===== src/ocs_pkg.sv =====
package ocs_pkg;

    localparam int BYTE_W    = 8;
    localparam int SUM_W     = 32;
    localparam int HALF_W    = 16;
    localparam int S_TDATA_W = 40;   // data_byte + start_value
    localparam int M_TDATA_W = 48;   // raw_sum + checksum

    typedef struct packed {
        logic [SUM_W-1:0]  start_value;
        logic              last_byte;
        logic              first_byte;
        logic [BYTE_W-1:0] data_byte;
    } ocs_word_t;

    // Single fold (no end-around carry), complement, keep low half.
    function automatic logic [HALF_W-1:0] fold_complement(input logic [SUM_W-1:0] sum);
        logic [HALF_W-1:0] folded;
        folded = sum[SUM_W-1:HALF_W] + sum[HALF_W-1:0];
        return ~folded;
    endfunction

endpackage


===== src/ocs_in_stage.sv =====
module ocs_in_stage (
    input  logic                             aclk,
    input  logic                             aresetn,
    input  logic                             s_tvalid,
    output logic                             s_tready,
    input  logic [ocs_pkg::S_TDATA_W-1:0]    s_tdata,  // data_byte[7:0], start_value[39:8]
    input  logic                             s_tlast,  // last_byte
    input  logic                             s_tuser,  // first_byte
    input  logic                             take,
    output logic                             word_valid,
    output ocs_pkg::ocs_word_t               word
);
    import ocs_pkg::*;

    logic      valid_reg;
    logic      valid_next;
    ocs_word_t word_reg;

    // Refill in the same cycle the held word moves on.
    assign s_tready = !valid_reg || take;

    always_comb begin
        valid_next = valid_reg;
        if (s_tready) begin
            valid_next = s_tvalid;
        end
    end

    always_ff @(posedge aclk) begin
        if (!aresetn) begin
            valid_reg <= 1'b0;
        end else begin
            valid_reg <= valid_next;
        end
    end

    always_ff @(posedge aclk) begin
        if (s_tvalid && s_tready) begin
            word_reg.data_byte   <= s_tdata[BYTE_W-1:0];
            word_reg.start_value <= s_tdata[S_TDATA_W-1:BYTE_W];
            word_reg.first_byte  <= s_tuser;
            word_reg.last_byte   <= s_tlast;
        end
    end

    assign word_valid = valid_reg;
    assign word       = word_reg;

endmodule


===== src/ocs_accum.sv =====
module ocs_accum (
    input  logic                             aclk,
    input  logic                             aresetn,
    input  logic                             word_valid,
    input  ocs_pkg::ocs_word_t               word,
    output logic                             take,
    output logic                             m_tvalid,
    input  logic                             m_tready,
    output logic [ocs_pkg::M_TDATA_W-1:0]    m_tdata   // raw_sum[31:0], checksum[47:32]
);
    import ocs_pkg::*;

    logic [SUM_W-1:0]  sum_reg;
    logic [SUM_W-1:0]  sum_next;
    logic              odd_reg;
    logic              odd_next;
    logic              out_valid_reg;
    logic              out_valid_next;
    logic [SUM_W-1:0]  raw_reg;
    logic [HALF_W-1:0] csum_reg;
    logic [SUM_W-1:0]  base;
    logic [SUM_W-1:0]  addend;
    logic              odd_now;
    logic              out_free;

    assign out_free = !out_valid_reg || m_tready;
    // A last word waits until the result register can take it.
    assign take     = word_valid && (!word.last_byte || out_free);

    always_comb begin
        base    = word.first_byte ? word.start_value : sum_reg;
        odd_now = word.first_byte ? 1'b0 : odd_reg;
        addend  = odd_now ? {{(SUM_W-2*BYTE_W){1'b0}}, word.data_byte, {BYTE_W{1'b0}}}
                          : {{(SUM_W-BYTE_W){1'b0}}, word.data_byte};
        sum_next = sum_reg;
        odd_next = odd_reg;
        if (take) begin
            sum_next = base + addend;
            odd_next = word.last_byte ? 1'b0 : !odd_now;
        end
        out_valid_next = out_valid_reg && !m_tready;
        if (take && word.last_byte) begin
            out_valid_next = 1'b1;
        end
    end

    always_ff @(posedge aclk) begin
        if (!aresetn) begin
            sum_reg       <= '0;
            odd_reg       <= 1'b0;
            out_valid_reg <= 1'b0;
        end else begin
            sum_reg       <= sum_next;
            odd_reg       <= odd_next;
            out_valid_reg <= out_valid_next;
        end
    end

    always_ff @(posedge aclk) begin
        if (take && word.last_byte) begin
            raw_reg  <= sum_next;
            csum_reg <= fold_complement(sum_next);
        end
    end

    assign m_tvalid = out_valid_reg;
    assign m_tdata  = {csum_reg, raw_reg};

endmodule


===== src/ones_complement_checksum16.sv =====
// Channel | Dir | tdata                                   | tlast     | tuser
// s_      | in  | [7:0] data_byte, [39:8] start_value     | last_byte | first_byte
// m_      | out | [31:0] raw_sum, [47:32] checksum        | -         | -
//
// One word per cycle sustained unless a last word waits on a stalled result; after its last word
// is accepted, that word sits in the input register, then the result register loads.
// The 32-bit accumulator add plus the single 16-bit fold sit between the two.
// Reset (aresetn low, synchronous) clears the sum, the offset parity and both valids.
// A stalled result blocks only the next last word; other words keep flowing.
module ones_complement_checksum16 (
    input  logic                             aclk,
    input  logic                             aresetn,
    input  logic                             s_tvalid,
    output logic                             s_tready,
    input  logic [ocs_pkg::S_TDATA_W-1:0]    s_tdata,  // data_byte[7:0], start_value[39:8]
    input  logic                             s_tlast,  // last_byte
    input  logic                             s_tuser,  // first_byte
    output logic                             m_tvalid,
    input  logic                             m_tready,
    output logic [ocs_pkg::M_TDATA_W-1:0]    m_tdata   // raw_sum[31:0], checksum[47:32]
);
    import ocs_pkg::*;

    logic      word_valid;
    ocs_word_t word;
    logic      take;

    // Input register: holds one word ahead of the accumulator.
    ocs_in_stage u_in (
        .aclk       (aclk),
        .aresetn    (aresetn),
        .s_tvalid   (s_tvalid),
        .s_tready   (s_tready),
        .s_tdata    (s_tdata),
        .s_tlast    (s_tlast),
        .s_tuser    (s_tuser),
        .take       (take),
        .word_valid (word_valid),
        .word       (word)
    );

    // Accumulator, fold and result register.
    ocs_accum u_acc (
        .aclk       (aclk),
        .aresetn    (aresetn),
        .word_valid (word_valid),
        .word       (word),
        .take       (take),
        .m_tvalid   (m_tvalid),
        .m_tready   (m_tready),
        .m_tdata    (m_tdata)
    );

`ifndef SYNTHESIS
    // A new result only follows a last word leaving the input register.
    a_result_source: assert property (@(posedge aclk) disable iff (!aresetn)
        $rose(m_tvalid) |-> $past(take && word.last_byte))
        else $error("result without a last word");

    // Checksum field always matches the raw sum beside it.
    a_fold: assert property (@(posedge aclk) disable iff (!aresetn)
        m_tvalid |-> (m_tdata[M_TDATA_W-1:SUM_W] == fold_complement(m_tdata[SUM_W-1:0])))
        else $error("checksum does not match raw sum");

    // A last word is held while the result register is stalled.
    a_last_held: assert property (@(posedge aclk) disable iff (!aresetn)
        (word_valid && word.last_byte && m_tvalid && !m_tready) |=> word_valid)
        else $error("last word dropped under stall");
`endif

endmodule

===== config.mk =====
export PLATFORM = sky130hd
export DESIGN_NAME = ones_complement_checksum16
export DESIGN_NICKNAME = d
export VERILOG_FILES = /design/src/ocs_pkg.sv /design/src/ocs_in_stage.sv /design/src/ocs_accum.sv /design/src/ones_complement_checksum16.sv
export SDC_FILE = /design/constraint.sdc
export NUM_CORES = 1
export LEC_CHECK = 0
export ABC_AREA = 1
export BUFFER_PORTS_ARGS = -buffer_cell sky130_fd_sc_hd__buf_2
export CORE_MARGIN = 1.5
export CORE_UTILIZATION = 32
export DETAILED_ROUTE_END_ITERATION = 16
export PLACE_DENSITY = 0.55
export SLEW_MARGIN = 20
export SYNTH_ARGS = -nofsm -noshare
export SYNTH_HDL_FRONTEND = slang
export SYNTH_SLANG_ARGS = --single-unit

===== constraint.sdc =====
create_clock -name aclk -period 7.9 [get_ports aclk]
set_input_delay 0.395 -clock aclk [delete_from_list [all_inputs] [get_ports aclk]]
set_output_delay 0.395 -clock aclk [all_outputs]
set_load 0.02 [all_outputs]

==> reports/qor.yml <==
floorplan:
  die_y_um: 147
  die_area_mm2: 0.0217
  num_rows: 52
  io_pins: 96
  die_x_um: 147
  core-area_mm2: 0.0203
  start_util_pct: 32.8
pwr:
  p_per_area_mw_per_mm2: 220
  ir_drop_mv: 0.131
  finalPower_mw: 1.75
  power.leakage_nw: 3.64
global_routing:
  antenna_found_initial: 0
  overflow: 0
  grt_max_degree: 49
  grt_util_all_layers_pct: 16.4
  first_global_vias: 5194
  grt_pass1_wl_um: 27100
yosys:
  syn-num-nets: 860
  synthTopCellsByArea: "edfxtp_1 41%, nand2_1 13%, dfxtp_1 11%"
  synth_compound_area_share_pct: 7.65
  synth_top_family_by_area: "simple AND/OR/NAND/NOR gates"
  ys_ff_latch: 125
  synthMuxAreaShare_pct: 0
  synth_top_area_share_pct: 40.6
  ys_types: 40
  yosysTopAreaCell: "edfxtp_1"
  synthSimpleGateAreaFrac_pct: 24.5
  netlist_area_mm2: 0.00665
  synth_fa_ha_area_share_pct: 6.43
  avgSynthCellArea_um2: 8.52
  synthCells: 781
  synth_xor_area_share_pct: 3.55
  synth-seq-area-share_pct: 51.2
  yosys_warnings: 0
route:
  drt_wl_total_um: 16700
  viasPerCell: 4.56
  first_iter_violations: 413
  drc: 0
  post_drt_wl_per_cell_um: 14.3
  num_vias: 5317
  detail-route-antenna-nets: 0
  firstDrtPassIters: 5
cts:
  htree_levels: 4
  postCtsHoldBufs: 0
  clockRootBuffer: "clkbuf_16"
  cts_tree: "built"
  post_cts_buffers: 0
  post_cts_resized: 0
  cts.sinks: 125
  clk_latency_ns: 0.43
  clk_path_buf_depth: 2
  numCtsBuffers: 17
  clk_pin_slew_ns: 0.06
layout:
  layout-drive-gt1-share_pct: 17.8
  fin_cells: 1167
  syn_to_final_growth_pct: 19.8
  fillers: 2116
  regArea_mm2: 0.00340
  antenna_cells: 0
  largest_reg_flops: 42
  multi_input_area_mm2: 0.00280
  nNetsFinal: 963
timing:
  finalSetupViolations: 0
  max_slew_margin_pct: 31.8
  setup_tns_ns: 0
  hold_violations: 0
  rsz0062_at_grt: "false"
  fin_skew_ns: 0.0228
  fmax_ghz: 0.180
  finalMaxSlewViolations: 0
  worstMarginPinSlew_ns: 1.02
  period_share_pct: 70.2
  hold_ws_ns: 0.132
  fin_crit_ns: 5.55
setup_path:
  r2r_slack_ns: 2.35
  crit_path_start: "u_in.word[8]"
  critPathCaptureType: "register"
  rr_startpoint: "u_in.word[8]"
  worstPathRequired_ns: 8.07
  crit_path_start_kind: "register"
  critical_path_class: "reg -> reg"
  cp_max_fo: 41
  endpoint: "u_acc.csum_reg[12]"
  crit_arrival_ns: 5.72
  reg2reg_depth: 21
  r2r_end: "u_acc.csum_reg[12]"
min_path:
  holdPathStages: 1
  hold_class: "in -> reg"
place:
  io_buffers: 95
  gp_congestion: 0.874
  dp_cells: 1135
  dp_hpwl_um: 13100
status:
  outcome: "completed"
job:
  max-cap-violations: 0
[stage by stage]
stage	instance area [um^2]	util, %	worst slack [ns]
detailed placement	7420	36.6	2.38
global placement	7420	36.6	2.64
finish	7970	39.3	2.35
floorplan	6650	-	3.47
CTS	7970	39.3	2.36
global route	7970	39.3	1.63
[logic make-up (layout without fill, tap and decap cells)]
family	count (synthesis)	in the layout
and+or+nand+nor	386	386
DFF	125	125
buffers and inverters	114	230
AOI/OAI and AO/OA	96	96
adders and majority gates	33	33
xor gates and xnor gates	27	27
[worst min-delay path by stage]
| stage | start | end | slack (ns) |
|---|---|---|---|
| 6_report | s_tdata[29] | u_in.word[31] | 0.13 |
| 4_1_cts | s_tuser | u_in.word[8] | 0.11 |
| 3_5_place_dp | u_acc.odd_reg | u_acc.odd_reg | 0.46 |
| 5_1_grt | s_tdata[38] | u_in.word[40] | 0.11 |
| 2_1_floorplan | u_acc.odd_reg | u_acc.odd_reg | 0.45 |
| 3_3_place_gp | u_acc.odd_reg | u_acc.odd_reg | 0.46 |
[worst max-delay path, stage by stage, from the launching register on]
cell and delay [ns]:
edfxtp_1 0.33, buf_4 0.35, inv_2 0.27, nand2_1 0.32
clkinv_1 0.31, nor2_1 0.28, ha_1 0.27, nand3_1 0.08
nand3_1 0.12, a21oi_1 0.34, o21ai_0 0.28, a21oi_1 0.32
nand2_1 0.09, nand3_1 0.09, nand2_1 0.12, fa_1 0.45
o21ai_0 0.33, a21boi_1 0.17, o21ai_0 0.28, a21boi_1 0.14
o21ai_0 0.21, xor2_1 0.09
[layer usage]
metal	GRT usage, %	share of wire, %	vias up
li1	-	-	2765
met1	22.8	50	2391
met2	24.8	43	141
met3	3.76	5.0	20
met4	6.15	1.6	0
met5	0	0	-
[synth_stat cells, drive strengths merged]
| library cell | instances |
|---|---|
| nand2 | 247 |
| inv | 97 |
| edfxtp | 90 |
| nor2 | 74 |
| a21oi | 48 |
| nand3 | 38 |
| o21ai | 37 |
| dfxtp | 35 |
| ha | 31 |
| xor2 | 17 |
| clkbuf | 10 |
| xnor2 | 10 |
| or2 | 8 |
| nand4 | 7 |
| nor3 | 7 |
| buf | 5 |
| a21boi | 3 |
| nand3b | 3 |
| o21bai | 3 |
| a31oi | 2 |
| clkinv | 2 |
| fa | 2 |
| nor4 | 2 |
| o31ai | 2 |
| o21a | 1 |
[placed cells by master, fill, tap and decap left out, drive strengths merged, types with 3 or more instances in the layout]
master	instances
ha	31
nor3	7
clkbuf	18
a21boi	3
xnor2	10
inv	108
edfxtp	90
nor2	74
nand3	38
o21ai	37
dfxtp	35
nand3b	3
nand4	7
xor2	17
a21oi	48
o21bai	3
or2	8
clkinv	3
buf	99
nand2	247
[area by class of cell]
class / count / share of cell area (%)
Sequential cell: 125 / 42.7
Timing Repair Buffer: 99 / 6.34
Clock buffer: 18 / 5.39
Inverter: 99 / 4.66
Clock inverter: 14 / 1.51
Tap cell: 270 / 4.24
Multi-Input combinational cell: 542 / 35.2
[report_power, final]
part	switching (mW)	internal, mW
Sequential	0.0116	0.747
Clock	0.325	0.412
Combinational	0.170	0.0846
Total	0.507	1.24
(Power assumes the default switching activity.)
